File: src/rtl/wps_pkg.sv
package wps_pkg;

  localparam int BYTE_W   = 8;
  localparam int SAMPLE_W = 16;
  localparam int STATUS_W = 2;
  localparam int RATE_W   = 32;
  localparam int COUNT_W  = 31;
  localparam int POS_W    = 6;
  localparam int HALF_W   = 16;

  localparam int WPS_OUT_DEPTH = 2;

  typedef enum logic [1:0] {
    PH_HEADER = 2'd0,
    PH_DATA   = 2'd1,
    PH_DONE   = 2'd2
  } wps_phase_t;

  localparam logic [STATUS_W-1:0] ST_OK     = 2'd0;
  localparam logic [STATUS_W-1:0] ST_FORMAT = 2'd1;
  localparam logic [STATUS_W-1:0] ST_SMALL  = 2'd2;
  localparam logic [STATUS_W-1:0] ST_IO     = 2'd3;

  localparam logic [31:0] TAG_RIFF = "RIFF";
  localparam logic [31:0] TAG_WAVE = "WAVE";
  localparam logic [31:0] TAG_FMT  = "fmt ";
  localparam logic [31:0] TAG_DATA = "data";

  localparam logic [RATE_W-1:0] FMT_CHUNK_SIZE = 32'd16;
  localparam logic [HALF_W-1:0] FMT_PCM        = 16'd1;
  localparam logic [HALF_W-1:0] MONO           = 16'd1;
  localparam logic [HALF_W-1:0] ALIGN_16BIT    = 16'd2;
  localparam logic [HALF_W-1:0] BITS_16        = 16'd16;

  // last byte of each checked or captured little-endian header field
  localparam logic [POS_W-1:0] POS_FMT_SIZE  = 6'd19;
  localparam logic [POS_W-1:0] POS_FORMAT    = 6'd21;
  localparam logic [POS_W-1:0] POS_CHANNELS  = 6'd23;
  localparam logic [POS_W-1:0] POS_RATE      = 6'd27;
  localparam logic [POS_W-1:0] POS_ALIGN     = 6'd33;
  localparam logic [POS_W-1:0] POS_BITS      = 6'd35;
  localparam logic [POS_W-1:0] POS_DATA_SIZE = 6'd43;

  typedef struct packed {
    logic                       hit;
    logic [BYTE_W-1:0]          want;
  } wps_tag_check_t;

  typedef struct packed {
    logic signed [SAMPLE_W-1:0] sample;
    logic                       sample_valid;
    logic                       done_res;
    logic [STATUS_W-1:0]        status;
    logic [RATE_W-1:0]          sample_rate;
    logic [COUNT_W-1:0]         sample_total;
  } wps_result_t;

  // tag text holds its first character in the top byte
  function automatic logic [BYTE_W-1:0] tag_byte(input logic [31:0] tag,
                                                 input logic [1:0] idx);
    logic [1:0] sel;
    sel = 2'd3 - idx;
    return tag[{sel, 3'b000} +: BYTE_W];
  endfunction

  function automatic wps_tag_check_t tag_expect(input logic [POS_W-1:0] pos);
    wps_tag_check_t chk;
    chk.hit  = 1'b1;
    chk.want = '0;
    case (pos) inside
      [6'd0:6'd3]:   chk.want = tag_byte(TAG_RIFF, pos[1:0]);
      [6'd8:6'd11]:  chk.want = tag_byte(TAG_WAVE, pos[1:0]);
      [6'd12:6'd15]: chk.want = tag_byte(TAG_FMT, pos[1:0]);
      [6'd36:6'd39]: chk.want = tag_byte(TAG_DATA, pos[1:0]);
      default:       chk.hit = 1'b0;
    endcase
    return chk;
  endfunction

endpackage

File: src/rtl/wps_if.sv
interface wps_byte_if import wps_pkg::*; ();
  logic              valid;
  logic              ready;
  logic [BYTE_W-1:0] data_byte;
  logic              start_of_file;
  logic              stream_end;

  modport source(output valid, data_byte, start_of_file, stream_end, input ready);
  modport sink(input valid, data_byte, start_of_file, stream_end, output ready);
endinterface

interface wps_result_if import wps_pkg::*; ();
  logic                       valid;
  logic                       ready;
  logic signed [SAMPLE_W-1:0] sample;
  logic                       sample_valid;
  logic                       done_res;
  logic [STATUS_W-1:0]        status;
  logic [RATE_W-1:0]          sample_rate;
  logic [COUNT_W-1:0]         sample_total;

  modport source(output valid, sample, sample_valid, done_res, status, sample_rate,
                 sample_total, input ready);
  modport sink(input valid, sample, sample_valid, done_res, status, sample_rate,
               sample_total, output ready);
endinterface

interface wps_cfg_if import wps_pkg::*; ();
  logic               valid;
  logic               ready;
  logic [COUNT_W-1:0] capacity;

  modport source(output valid, capacity, input ready);
  modport sink(input valid, capacity, output ready);
endinterface

File: src/rtl/wps_parse_core.sv
module wps_parse_core import wps_pkg::*; (
  input  logic               clk,
  input  logic               rst,
  input  logic               step,
  input  logic [BYTE_W-1:0]  data_byte,
  input  logic               start_of_file,
  input  logic               stream_end,
  input  logic [COUNT_W-1:0] capacity,
  output logic               push,
  output wps_result_t        result
);

  wps_phase_t          phase, phase_next, phase_c;
  logic [POS_W-1:0]    byte_position, pos_next, pos_c;
  logic [RATE_W-1:0]   field_shift, fs_next, fs_c, fs_hdr;
  logic [HALF_W-1:0]   audio_format, fmt_next, fmt_c;
  logic [HALF_W-1:0]   channel_count, chan_next, chan_c;
  logic [HALF_W-1:0]   block_alignment, align_next, align_c;
  logic [HALF_W-1:0]   sample_bits, bits_next, bits_c;
  logic [RATE_W-1:0]   rate_held, rate_next, rate_c;
  logic [COUNT_W-1:0]  samples_left, left_next, left_c, left_dec;
  logic [COUNT_W-1:0]  total_held, total_next, total_c, count;
  logic [BYTE_W-1:0]   low_byte, low_next, low_c;
  logic                odd_byte, odd_next, odd_c;
  logic                fin;
  logic [STATUS_W-1:0] fin_status;
  wps_tag_check_t      chk;

  always_comb begin
    // a start flag clears the parse before this byte is looked at
    phase_c = start_of_file ? PH_HEADER : phase;
    pos_c   = start_of_file ? '0 : byte_position;
    fs_c    = start_of_file ? '0 : field_shift;
    fmt_c   = start_of_file ? '0 : audio_format;
    chan_c  = start_of_file ? '0 : channel_count;
    align_c = start_of_file ? '0 : block_alignment;
    bits_c  = start_of_file ? '0 : sample_bits;
    rate_c  = start_of_file ? '0 : rate_held;
    left_c  = start_of_file ? '0 : samples_left;
    total_c = start_of_file ? '0 : total_held;
    low_c   = start_of_file ? '0 : low_byte;
    odd_c   = start_of_file ? 1'b0 : odd_byte;

    phase_next = phase_c;
    pos_next   = pos_c;
    fs_next    = fs_c;
    fmt_next   = fmt_c;
    chan_next  = chan_c;
    align_next = align_c;
    bits_next  = bits_c;
    rate_next  = rate_c;
    left_next  = left_c;
    total_next = total_c;
    low_next   = low_c;
    odd_next   = odd_c;

    fs_hdr   = {data_byte, fs_c[RATE_W-1:BYTE_W]};
    count    = fs_hdr[RATE_W-1:1];
    chk      = tag_expect(pos_c);
    left_dec = left_c - 1'b1;

    fin        = 1'b0;
    fin_status = ST_OK;
    push       = 1'b0;
    result.sample       = '0;
    result.sample_valid = 1'b0;
    result.done_res     = 1'b0;
    result.status       = ST_OK;

    unique case (phase_c)
      PH_HEADER: begin
        if (stream_end) begin
          fin        = 1'b1;
          fin_status = ST_FORMAT;
        end else begin
          fs_next = fs_hdr;
          if (chk.hit && (data_byte != chk.want)) begin
            fin        = 1'b1;
            fin_status = ST_FORMAT;
          end else begin
            pos_next = pos_c + 1'b1;
            case (pos_c)
              POS_FMT_SIZE: begin
                if (fs_hdr != FMT_CHUNK_SIZE) begin
                  fin        = 1'b1;
                  fin_status = ST_FORMAT;
                end
              end
              POS_FORMAT:   fmt_next   = fs_hdr[RATE_W-1:HALF_W];
              POS_CHANNELS: chan_next  = fs_hdr[RATE_W-1:HALF_W];
              POS_RATE:     rate_next  = fs_hdr;
              POS_ALIGN:    align_next = fs_hdr[RATE_W-1:HALF_W];
              POS_BITS:     bits_next  = fs_hdr[RATE_W-1:HALF_W];
              POS_DATA_SIZE: begin
                if ((fmt_c != FMT_PCM) || (chan_c != MONO) || (align_c != ALIGN_16BIT) ||
                    (bits_c != BITS_16) || fs_hdr[0]) begin
                  fin        = 1'b1;
                  fin_status = ST_FORMAT;
                end else begin
                  total_next = count;
                  if (count > capacity) begin
                    fin        = 1'b1;
                    fin_status = ST_SMALL;
                  end else if (count == '0) begin
                    fin        = 1'b1;
                    fin_status = ST_OK;
                  end else begin
                    phase_next = PH_DATA;
                    left_next  = count;
                    odd_next   = 1'b0;
                  end
                end
              end
              default: ;
            endcase
          end
        end
      end
      PH_DATA: begin
        if (stream_end) begin
          fin        = 1'b1;
          fin_status = ST_IO;
        end else if (!odd_c) begin
          low_next = data_byte;
          odd_next = 1'b1;
        end else begin
          odd_next            = 1'b0;
          left_next           = left_dec;
          push                = 1'b1;
          result.sample_valid = 1'b1;
          result.sample       = $signed({data_byte, low_c});
          if (left_dec == '0) begin
            phase_next      = PH_DONE;
            result.done_res = 1'b1;
          end
        end
      end
      default: ;
    endcase

    if (fin) begin
      phase_next      = PH_DONE;
      push            = 1'b1;
      result.done_res = 1'b1;
      result.status   = fin_status;
    end

    push                = push && step;
    result.sample_rate  = rate_next;
    result.sample_total = total_next;
  end

  always_ff @(posedge clk) begin
    if (rst) begin
      phase           <= PH_HEADER;
      byte_position   <= '0;
      field_shift     <= '0;
      audio_format    <= '0;
      channel_count   <= '0;
      block_alignment <= '0;
      sample_bits     <= '0;
      rate_held       <= '0;
      samples_left    <= '0;
      total_held      <= '0;
      low_byte        <= '0;
      odd_byte        <= 1'b0;
    end else if (step) begin
      phase           <= phase_next;
      byte_position   <= pos_next;
      field_shift     <= fs_next;
      audio_format    <= fmt_next;
      channel_count   <= chan_next;
      block_alignment <= align_next;
      sample_bits     <= bits_next;
      rate_held       <= rate_next;
      samples_left    <= left_next;
      total_held      <= total_next;
      low_byte        <= low_next;
      odd_byte        <= odd_next;
    end
  end

endmodule

File: src/rtl/wps_out_queue.sv
module wps_out_queue import wps_pkg::*; #(
  parameter int DEPTH = WPS_OUT_DEPTH
) (
  input  logic        clk,
  input  logic        rst,
  input  logic        push,
  input  wps_result_t push_data,
  input  logic        pop,
  output logic        full,
  output logic        valid,
  output wps_result_t head
);

  localparam int PTR_W = (DEPTH > 1) ? $clog2(DEPTH) : 1;
  localparam int CNT_W = $clog2(DEPTH + 1);
  localparam logic [PTR_W-1:0] LAST = PTR_W'(DEPTH - 1);

  wps_result_t      slots [DEPTH];
  logic [PTR_W-1:0] wr_ptr, rd_ptr;
  logic [CNT_W-1:0] count;
  logic             do_pop;

  assign valid  = (count != '0);
  assign full   = (count == CNT_W'(DEPTH));
  assign head   = slots[rd_ptr];
  assign do_pop = pop && valid;

  always_ff @(posedge clk) begin
    if (push) begin
      slots[wr_ptr] <= push_data;
    end
  end

  always_ff @(posedge clk) begin
    if (rst) begin
      wr_ptr <= '0;
      rd_ptr <= '0;
      count  <= '0;
    end else begin
      if (push) begin
        wr_ptr <= (wr_ptr == LAST) ? '0 : wr_ptr + 1'b1;
      end
      if (do_pop) begin
        rd_ptr <= (rd_ptr == LAST) ? '0 : rd_ptr + 1'b1;
      end
      if (push && !do_pop) begin
        count <= count + 1'b1;
      end else if (do_pop && !push) begin
        count <= count - 1'b1;
      end
    end
  end

endmodule

File: src/rtl/wav_pcm16_stream_parser.sv
// path: a taken byte waits in the input register, and any result it makes is written to the result queue
// throughput: one byte per cycle, set by the single-pass parse between the
//   input register and the result queue; stalls only when the queue is full
// reset: synchronous, active high; parse returns to header byte 0, capacity
//   goes to 0x7fffffff, input register and result queue empty
module wav_pcm16_stream_parser import wps_pkg::*; #(
  parameter int OUT_DEPTH = WPS_OUT_DEPTH
) (
  input logic           clk,
  input logic           rst,
  wps_byte_if.sink      byte_stream,
  wps_result_if.source  samples,
  wps_cfg_if.sink       cfg
);

  // capacity register; the user must write it only while the block is idle, the block does not enforce this
  logic [COUNT_W-1:0] capacity;

  // input register
  logic              in_valid;
  logic [BYTE_W-1:0] in_byte;
  logic              in_sof;
  logic              in_end;

  // core to queue
  logic        step;
  logic        push;
  logic        q_full;
  logic        q_valid;
  wps_result_t push_data;
  wps_result_t head;

  assign cfg.ready = 1'b1;

  always_ff @(posedge clk) begin
    if (rst) begin
      capacity <= '1;
    end else if (cfg.valid) begin
      capacity <= cfg.capacity;
    end
  end

  // the held byte moves into the parser whenever the result queue has room
  assign step              = in_valid && !q_full;
  assign byte_stream.ready = !in_valid || !q_full;

  always_ff @(posedge clk) begin
    if (rst) begin
      in_valid <= 1'b0;
    end else if (byte_stream.valid && byte_stream.ready) begin
      in_valid <= 1'b1;
    end else if (step) begin
      in_valid <= 1'b0;
    end
  end

  // payload registers carry no reset
  always_ff @(posedge clk) begin
    if (byte_stream.valid && byte_stream.ready) begin
      in_byte <= byte_stream.data_byte;
      in_sof  <= byte_stream.start_of_file;
      in_end  <= byte_stream.stream_end;
    end
  end

  // header tags, field capture, format checks and sample assembly
  wps_parse_core u_core (
    .clk           (clk),
    .rst           (rst),
    .step          (step),
    .data_byte     (in_byte),
    .start_of_file (in_sof),
    .stream_end    (in_end),
    .capacity      (capacity),
    .push          (push),
    .result        (push_data)
  );

  // result queue with skid room, so a byte can be taken while a result waits
  wps_out_queue #(
    .DEPTH (OUT_DEPTH)
  ) u_queue (
    .clk       (clk),
    .rst       (rst),
    .push      (push),
    .push_data (push_data),
    .pop       (samples.ready),
    .full      (q_full),
    .valid     (q_valid),
    .head      (head)
  );

  // one transaction per queued result
  assign samples.valid        = q_valid;
  assign samples.sample       = head.sample;
  assign samples.sample_valid = head.sample_valid;
  assign samples.done_res     = head.done_res;
  assign samples.status       = head.status;
  assign samples.sample_rate  = head.sample_rate;
  assign samples.sample_total = head.sample_total;

endmodule

File: src/flat_wrapper.sv
// flat-port wrapper written by rule: the top's interface ports become plain ports
module wav_pcm16_stream_parser_flat import wps_pkg::*;
#(
  parameter int OUT_DEPTH = WPS_OUT_DEPTH
)
  (clk, rst, byte_stream_valid, byte_stream_data_byte, byte_stream_start_of_file, byte_stream_stream_end, byte_stream_ready, samples_valid, samples_sample, samples_sample_valid, samples_done_res, samples_status, samples_sample_rate, samples_sample_total, samples_ready, cfg_valid, cfg_capacity, cfg_ready);
  wps_byte_if byte_stream_i ();
  wps_result_if samples_i ();
  wps_cfg_if cfg_i ();
  input logic clk;
  input logic rst;
  input wire logic [$bits(byte_stream_i.valid)-1:0] byte_stream_valid;
  input wire logic [$bits(byte_stream_i.data_byte)-1:0] byte_stream_data_byte;
  input wire logic [$bits(byte_stream_i.start_of_file)-1:0] byte_stream_start_of_file;
  input wire logic [$bits(byte_stream_i.stream_end)-1:0] byte_stream_stream_end;
  output wire logic [$bits(byte_stream_i.ready)-1:0] byte_stream_ready;
  output wire logic [$bits(samples_i.valid)-1:0] samples_valid;
  output wire logic [$bits(samples_i.sample)-1:0] samples_sample;
  output wire logic [$bits(samples_i.sample_valid)-1:0] samples_sample_valid;
  output wire logic [$bits(samples_i.done_res)-1:0] samples_done_res;
  output wire logic [$bits(samples_i.status)-1:0] samples_status;
  output wire logic [$bits(samples_i.sample_rate)-1:0] samples_sample_rate;
  output wire logic [$bits(samples_i.sample_total)-1:0] samples_sample_total;
  input wire logic [$bits(samples_i.ready)-1:0] samples_ready;
  input wire logic [$bits(cfg_i.valid)-1:0] cfg_valid;
  input wire logic [$bits(cfg_i.capacity)-1:0] cfg_capacity;
  output wire logic [$bits(cfg_i.ready)-1:0] cfg_ready;
  assign byte_stream_i.valid = byte_stream_valid;
  assign byte_stream_i.data_byte = byte_stream_data_byte;
  assign byte_stream_i.start_of_file = byte_stream_start_of_file;
  assign byte_stream_i.stream_end = byte_stream_stream_end;
  assign byte_stream_ready = byte_stream_i.ready;
  assign samples_valid = samples_i.valid;
  assign samples_sample = samples_i.sample;
  assign samples_sample_valid = samples_i.sample_valid;
  assign samples_done_res = samples_i.done_res;
  assign samples_status = samples_i.status;
  assign samples_sample_rate = samples_i.sample_rate;
  assign samples_sample_total = samples_i.sample_total;
  assign samples_i.ready = samples_ready;
  assign cfg_i.valid = cfg_valid;
  assign cfg_i.capacity = cfg_capacity;
  assign cfg_ready = cfg_i.ready;
  wav_pcm16_stream_parser #(.OUT_DEPTH(OUT_DEPTH)) u_core (.clk(clk), .rst(rst), .byte_stream(byte_stream_i), .samples(samples_i), .cfg(cfg_i));
endmodule
File: config.mk
export PLATFORM = sky130hd
export DESIGN_NAME = wav_pcm16_stream_parser_flat
export DESIGN_NICKNAME = d
export VERILOG_FILES = /design/src/rtl/wps_pkg.sv /design/src/rtl/wps_if.sv /design/src/rtl/wps_parse_core.sv /design/src/rtl/wps_out_queue.sv /design/src/rtl/wav_pcm16_stream_parser.sv /design/src/flat_wrapper.sv
export SDC_FILE = /design/constraint.sdc
export NUM_CORES = 1
export LEC_CHECK = 0
export CORE_MARGIN = 10
export CORE_UTILIZATION = 35
export DETAILED_ROUTE_END_ITERATION = 16
export DONT_BUFFER_PORTS = 1
export PLACE_DENSITY = 0.48
export SETUP_SLACK_MARGIN = 0.4
export SYNTH_ARGS = -nofsm -noshare
export SYNTH_HDL_FRONTEND = slang
export SYNTH_HIERARCHICAL = 1
export SYNTH_SLANG_ARGS = --single-unit
File: constraint.sdc
create_clock -name clk -period 14.7 [get_ports clk]
set_input_delay 1.47 -clock clk [delete_from_list [all_inputs] [get_ports clk]]
set_output_delay 1.47 -clock clk [all_outputs]
set_load 0.1 [all_outputs]
Yosys cells after proc, flatten, opt, wreduce, memory -nomap -nowiden
Memories as Yosys holds them, arrays and structs flattened. A register that Yosys moved wholly into a read port is not among the register bits.
Index checks and enable logic that the tools add are counted.
Storage, ports and cells
  bits in registers: 253
  bits in latches: 0
  RAM bits: 166
  ROM bits: 0
  bits of input ports: 46
  output and inout port bits: 86
  logic and storage cells: 200
  memories: 1
Memories
  u_core.u_queue.slots: depth 2, bits a word 83, read ports 1, clocked after memory_dff 1, write ports 1, RTL line wps_out_queue.sv:18  | wps_result_t slots [DEPTH];
Cells by class
  $add $sub $neg: 7
  multipliers: 0
  div/mod/pow operators: 0
  order comparisons: 9
  eq/ne operators: 15
  shift operators: 4
  muxes and demuxes: 118
  bitwise gates (word level): 0
  reduce and logical (&&, ||, !) cells: 26
Operators with widths (number)
  $mux W31: 15
  $mux W16: 20
  $mux W32: 8
  $shiftx A32 B6 Y8 const A: 4
  $mux W8: 8
  $logic_not A31 Y1: 2
  $pmux W31 S2: 1
  $mux W18: 3
  $mux W2: 18
  $mux W1: 34
  $ne A16 B1 Y1 const B: 2
  $ne A32 B5 Y1 const B: 1
  $gt A31 B31 Y1: 1
  $sub A31 B1 Y31 const B: 1
  $eq A6 B5 Y1 const B: 4
  $mux W6: 4
  $eq A6 B6 Y1 const B: 3
  $ne A16 B2 Y1 const B: 1
  $ne A16 B5 Y1 const B: 1
  $ge A6 B4 Y1 const B: 2
  $le A6 B4 Y1 const B: 2
  $pmux W2 S2: 3
  $logic_and A1 B1 Y1: 11
  $ne A8 B8 Y1: 1
  other kinds (17): 29

Depth between registers and ports, before layout
Gate-level depths: netlist of the first run.
  depth after elaboration: 18
  depth in mapped cells: 23
  depth with buffers taken out: 16

By module
Netlist of the first run, hierarchy kept.
By module, submodules not included
  wps_parse_core: times used 1, cells an instance 1499, area an instance 11713.7 um^2, seq. area each 3983.8 um^2
  wps_out_queue: times used 1, cells an instance 280, area an instance 6222.2 um^2, seq. area each 5084.9 um^2
  wav_pcm16_stream_parser: times used 1, cells an instance 120, area an instance 1519.0 um^2, seq. area each 940.9 um^2

Least setup slack after synthesis of the first run
No wires, ideal clock.
  kind: flip-flop to flip-flop
  from: register u_core.in_sof
  to: memory u_core/u_queue/slots[0][0] (netlist name) (enable)
  setup time: 0.535 ns
  arrival: 7.557 ns
  required time: 14.165 ns
  slack: 6.608 ns
  stages on the path, launching flop included: 20
  buffers on the path: 6
  clock period less this slack: 8.092 ns
  path through: edfxtp_1 buf_2 inv_1 clkbuf_1 clkbuf_1 buf_1 clkbuf_1 buf_1 nand2_1 ha_1 inv_1 a21oi_1 maj3_1 o211a_1 o211ai_1 and2_1 o211ai_1 inv_1 o31a_1 nor2b_1
Between the ends
  longest elaborated chain between the ends: 16
  elaborated cells between the ends (all ways): 65
  classes of those cells: add/sub: 1; order compare: 9; eq/ne: 9; shift: 4; mux: 30; reduce/logical: 12
RTL lines
  start: declaration: RTL line wav_pcm16_stream_parser.sv:22  | logic in_sof;
  start signal: assignment: RTL line wav_pcm16_stream_parser.sv:61  | in_sof <= byte_stream.start_of_file;
  $mux W6: RTL line wps_parse_core.sv:32  | pos_c = start_of_file ? '0 : byte_position;
  $sub A2 B2 Y2, or another cell as far along: RTL line wps_pkg.sv:62  | sel = 2'd3 - idx;
  $shiftx A32 B6 Y8 or $logic_and A1 B1 Y1 (tied branches): RTL line wps_pkg.sv:63, wps_parse_core.sv:59
  $mux W8 (4 in series): RTL line wps_pkg.sv:70  | case (pos) inside
  $ne A8 B8 Y1: RTL line wps_parse_core.sv:77  | if (chk.hit && (data_byte != chk.want)) begin
  $logic_and A1 B1 Y1: RTL line wps_parse_core.sv:77
  $mux W1: RTL line wps_parse_core.sv:77
  $mux W1: RTL line wps_parse_core.sv:72  | if (stream_end) begin
  $pmux W1 S2: RTL line wps_parse_core.sv:70  | unique case (phase_c)
  $mux W1 (*): RTL line wps_parse_core.sv:141  | if (fin) begin
  $logic_and A1 B1 Y1 (*): RTL line wps_parse_core.sv:148  | push = push && step;
  named net u_core.push: RTL line wav_pcm16_stream_parser.sv:27  | logic push;
  $mux W1 (*): RTL line wps_out_queue.sv:29  | if (push) begin
  $mux W1 (not written as such) (*): RTL line wps_out_queue.sv:30  | slots[wr_ptr] <= push_data;
  end: declaration: RTL line wps_out_queue.sv:18
Mark *: on every way through the listed nets, which the timed path passes. The rest lies on a longest branch.

Worst setup path after layout of the first run
  from: register u_core.in_sof
  to: memory u_core/u_queue/slots[0][82] (netlist name) (enable)
The elaborated chain is that of the path after synthesis.

==> results.tsv, run 1 <==
metric	value	unit
synthesized instance count	1899	
Skew-Pair Late Insertion Delay	590	ps
critical path type	reg2reg	
TritonRoute pass-1 iters	6	
drt initial violations	1125	
Chip Height	256	um
CP most frequent cell	buf_4	
final period utilization	39.5	%
total setup buffers inserted after CTS	0	
post-layout min period	5800	ps
CP max stage delay	820	ps
setup violators final	0	
Fmax	172	MHz
relative slew slack	16.1	%
Yosys Warn Count	6	
Longest Clk Path Bufs	3	
top_reg_cell synth	dfxtp_1	
global-route wire length before repair	92.1	mm
GRT Residual Overflow	0	
status	completed	
core footprint	55100	um^2
most frequent cells in the layout	dfxtp_1, nor2_1, edfxtp_1	
vias	14500	
area of the mapped netlist	19500	um^2
vias in the first global route	14000	
clock tree from TritonCTS	done	
Worst Tran Pin Value	1250	ps
critical-path cell list	buf_4 -> buf_4 -> nor2b_1 -> ha_1 -> nand2_1 -> mux2i_1 -> nand3_1 -> o211a_1 -> o211ai_1 -> and2_1 -> o211ai_1 -> inv_1 -> o31a_1 -> nor2b_4 -> buf_4	
post-place setup slack	8890	ps
Placed Area	20000	um^2
H-Tree Depth	2	
Post-synth ARST share	0	%
post-synthesis average cell area	10.2	um^2
data arrival time of the worst path	6000	ps
post-detail-place hpwl	39.7	mm
Final Slew Violations	0	
#FFs+latches synth	412	
Maximum Capacitance Violations	0	
Final Instance Area	21400	um^2
die area	65400	um^2
CTS buffer count	47	
setup ws final	8900	ps
Critical path origin	u_core/in_sof	
reg2reg start	u_core/in_sof	
Setup crit start kind	flop	
placed insts	2530	
Power Total	3.35	mW
worst hold path type	reg2reg	
# hold bufs at CTS	0	
Synth cell types	83	
initial antenna violation count	3	
post-synthesis sequential area ratio	51.5	%
CP max FO	78	
wire per inst	23.3	um
P&R area growth vs syn	10.2	%
Worst EP required	14900	ps
share of cells above drive strength 1	11.8	%
largest net degree at the start of global routing	155	
Setup crit end kind	flop	
RSZ-0062 raised after global routing	false	
vias per inst	5.53	
fin nets	1911	
final hold slack	451	ps
Post-CTS Resized	0	
maximum VDD drop	0.100	mV
gpl congestion	0.925	
hold path start	u_core/u_core/block_alignment[2]	
initial core utilization	35.3	%
syn nets	1979	
critical path's slowest cell	buf_4	
total negative setup slack	0	ps
I/O pin total	132	
Die W	256	um
Leak	7.55	nW
clock tree sinks	412	
Clock Pin Slew Worst Setup and Hold Paths	60	ps
Cell Pwr Density	156	nW/um^2
leading cell type in the layout, fill and taps excluded	dfxtp_1	
# port buffers	0	
Antenna Violating Nets Remaining	0	
Post-Route Utilization	38.9	%
number of remaining DRC errors	0	
Core Rows	86	
Layout Skew	15.5	ps
final WL	60.9	mm
non-filler instance count after layout	2618	
EDFF count, synth	176	
clock root cell	clkbuf_16	
final hold vios	0	
GRT Overall Usage	18.0	%
## sequential cells by signal, summed over array words and instances, names as in the netlist, 6 cells and up, named ones only
signal	count
u_core/u_queue/slots	166
u_core/u_core/rate_held	32
u_core/capacity	31
u_core/u_core/samples_left	31
u_core/u_core/total_held	31
u_core/u_core/field_shift	24
u_core/u_core/audio_format	16
u_core/u_core/block_alignment	16
u_core/u_core/channel_count	16
u_core/u_core/sample_bits	16
u_core/in_byte	8
u_core/u_core/low_byte	8
u_core/u_core/byte_position	6
## worst max-delay path: cells and delay by family, from the launching register on
| family | cells | cell delay, ps |
|---|---|---|
| DFF | 1 | 320 |
| adders and majority gates | 1 | 350 |
| buffers and inverters | 4 | 2120 |
| muxes | 1 | 180 |
| and+or+nand+nor | 5 | 1250 |
| AOI/OAI and AO/OA | 4 | 1040 |
## cell type report
type	count	area (um^2)
flip-flops and latches	412	10000
clock buffers	62	1260
multi-input cells	1286	8610
diodes	2	5.00
inverters	51	191
clock inverters	24	180
well taps	748	936
fillers	5480	33600
repair buffers	33	248
## synthesized netlist by cell type (all sizes together), types with 44 or more instances
cell type	instances	area share, %
nor3	44	1.2
a22oi	62	2.4
edfxtp	176	27
inv	51	0.98
a21oi	81	2.2
mux2i	54	2.8
a22o	63	2.8
buf	51	1.7
dfxtp	236	24
nor4	44	1.6
clkbuf	99	1.9
nor2	188	3.6
o21ai	73	1.9
nand2	161	3.1
mux2	86	5.0
nor2b	57	1.8
## worst paths after layout
check,endpoint,slack (ps),cells after the start
min,u_core/u_core/block_alignment[2],450,2
max reg2reg,u_core/u_queue/slots[0][82],8900,15
min reg2reg,u_core/u_core/block_alignment[2],450,2
max,u_core/u_queue/slots[0][82],8900,15
## kinds of logic after synthesis
group	after synthesis	synth area share, %
mux	140	7.76
other cells	1	0.0193
xor+xnor	33	1.49
compound gates	419	15.4
simple gates	654	16.8
fa+ha+maj	39	2.45
flops	412	51.5
buf+inv	201	4.58
## per-layer routing
layer | wire (um) | up-vias | track usage, %
met1 | 27600 | 7133 | 23.8
li1 | - | 6842 | -
met4 | 1610 | 2 | 5.98
met3 | 3150 | 97 | 3.40
met5 | 13 | - | 0
met2 | 28500 | 406 | 29.2
## power breakdown
part | total [mW] | switching [mW] | internal, mW
sequential | 1.30 | 0.0405 | 1.26
clock | 1.11 | 0.486 | 0.626
combinational | 0.941 | 0.789 | 0.153
No activity file was read; power rests on OpenSTA's default activity.
==> run 2: changes to the inputs <==
--- a/config.mk
+++ b/config.mk
@@ -9,7 +9,7 @@
 export CORE_UTILIZATION = 35
 export DETAILED_ROUTE_END_ITERATION = 16
 export DONT_BUFFER_PORTS = 1
-export PLACE_DENSITY = 0.48
+export PLACE_DENSITY = 0.5
 export SETUP_SLACK_MARGIN = 0.4
 export SYNTH_ARGS = -nofsm -noshare
 export SYNTH_HDL_FRONTEND = slang
==> constraint.sdc (replaced) <==
create_clock -name clk -period 5.3 [get_ports clk]
set_input_delay 0.53 -clock clk [delete_from_list [all_inputs] [get_ports clk]]
set_output_delay 0.53 -clock clk [all_outputs]
set_load 0.1 [all_outputs]
==> run 2 against run 1 <==
First-iteration DRC count grew 26%. Clock skew increased by 12 ps. Setup slack worse by 8000 ps. Combinational power rose to 2.8 times the previous value. Global-route usage increased by 0.12 points. Wire length up 1.1%. Count of clock-buffer cells in the layout up 2.
==> results.tsv, run 2 (synthesis results as in run 1) <==
metric	value	unit
Chip Height	256	um
Worst Tran Pin Value	1320	ps
CTS buffer count	46	
clock root cell	clkbuf_16	
Layout Skew	27.5	ps
final WL	61.6	mm
Reg area	10000	um^2
Skew-Pair Late Insertion Delay	590	ps
Maximum Capacitance Violations	0	
Die W	256	um
largest net degree at the start of global routing	155	
Leak	7.62	nW
worst reg-to-reg path cell count	13	
# hold bufs at CTS	0	
critical path's slowest cell	and2_4	
Setup crit end kind	flop	
GRT Residual Overflow	0	
number of remaining DRC errors	0	
H-Tree Depth	2	
initial antenna violation count	2	
gpl congestion	0.894	
Longest Clk Path Bufs	3	
wire per inst	23.5	um
Antenna Violating Nets Remaining	0	
drt initial violations	1413	
Cell Pwr Density	442	nW/um^2
post-layout min period	4410	ps
reg2reg start	u_core/in_sof	
leading cell type in the layout, fill and taps excluded	dfxtp_1	
vias	14900	
CP max FO	35	
Critical path origin	u_core/in_sof	
Clock Pin Slew Worst Setup and Hold Paths	60	ps
post-detail-place hpwl	40.6	mm
Core Rows	86	
data arrival time of the worst path	4680	ps
clock tree from TritonCTS	done	
critical path type	reg2reg	
global-route wire length before repair	92.9	mm
P&R area growth vs syn	11.3	%
maximum VDD drop	0.232	mV
most flop-heavy register	u_core/u_queue/slots	
Top Registers	u_core/u_queue/slots (166), u_core/u_core/rate_held (32)	
Placed Area	20100	um^2
footprint of the multi-input gates	8620	um^2
Worst EP required	5570	ps
max reg flops	166	
vias in the first global route	14200	
I/O pin total	132	
GRT Overall Usage	18.1	%
Post-CTS Resized	0	
R2R Setup Slk	890	ps
FF-to-FF End	u_core/u_queue/slots[1][13]	
final hold vios	0	
total setup buffers inserted after CTS	0	
critical-path cell list	inv_2 -> nand2_1 -> inv_1 -> ha_1 -> o21ai_0 -> a211o_1 -> xnor2_1 -> and4_1 -> a211o_1 -> nand2_1 -> o31a_1 -> and2_4 -> buf_12	
relative slew slack	11.6	%
fin nets	1915	
hold path start	byte_stream_start_of_file	
Post-Route Utilization	39.3	%
clock tree sinks	412	
most frequent cells in the layout	dfxtp_1, nor2_1, edfxtp_1	
final hold slack	28.2	ps
final period utilization	83.2	%
Final Instance Area	21700	um^2
status	completed	
# port buffers	0	
total negative setup slack	0	ps
RSZ-0062 raised after global routing	false	
core footprint	55100	um^2
Setup crit start kind	flop	
Final Slew Violations	0	
Fmax	227	MHz
initial core utilization	35.3	%
TritonRoute pass-1 iters	5	
CP max stage delay	540	ps
FILL cells	5434	
Critical Path End	u_core/u_queue/slots[1][13]	
die area	65400	um^2
share of cells above drive strength 1	12.1	%
non-filler instance count after layout	2622	
vias per inst	5.67	
worst hold path type	in2reg	
setup violators final	0	
placed insts	2535	
## run 2: layout make-up
cell class              instances  area share [%]
clock inverters                22            1.28
multi-input cells            1286            39.8
inverters                      51           0.884
well taps                     748            4.32
flip-flops and latches        412            46.2
clock buffers                  64            5.91
diodes                          1          0.0116
repair buffers                 38            1.55
## run 2: how the worst min path moves through the flow
| stage | endpoint | cells past startpoint |
|---|---|---|
| 3_3_place_gp | u_core/u_core/block_alignment[2] | 2 |
| 5_1_grt | u_core/in_sof | 0 |
| 2_1_floorplan | u_core/u_core/block_alignment[6] | 2 |
| 4_1_cts | u_core/in_byte[6] | 0 |
| 3_5_place_dp | u_core/u_core/block_alignment[2] | 2 |
| 6_report | u_core/in_sof | 0 |
## run 2: stage by stage
stage	power, mW	worst slack [ps]
final	9.57	893
after global routing	9.86	587
after CTS	9.67	890
after detailed placement	6.34	926
after global placement	6.34	1050
after floorplan	5.99	414
## run 2: metal layers
metal,GRT usage (%),wire [um],share of wire (%)
met1,25.5,28500,46
met2,28.4,27700,45
met3,3.44,4200,6.8
met4,4.10,1190,1.9
met5,0,13,0.021
## run 2: power by group
part	internal [mW]	total (mW)	leakage (nW)	switching [mW]
combinational	0.438	2.62	3.29	2.18
sequential	3.48	3.64	3.57	0.156
clock	1.98	3.31	0.757	1.33
## run 2: worst max-delay path: cells and delay by family (launching register included)
family | cells | cell delay, ps
simple gates | 4 | 1190
compound gates | 4 | 1010
buf+inv | 3 | 880
flops | 1 | 440
fa+ha+maj | 1 | 390
xor+xnor | 1 | 120
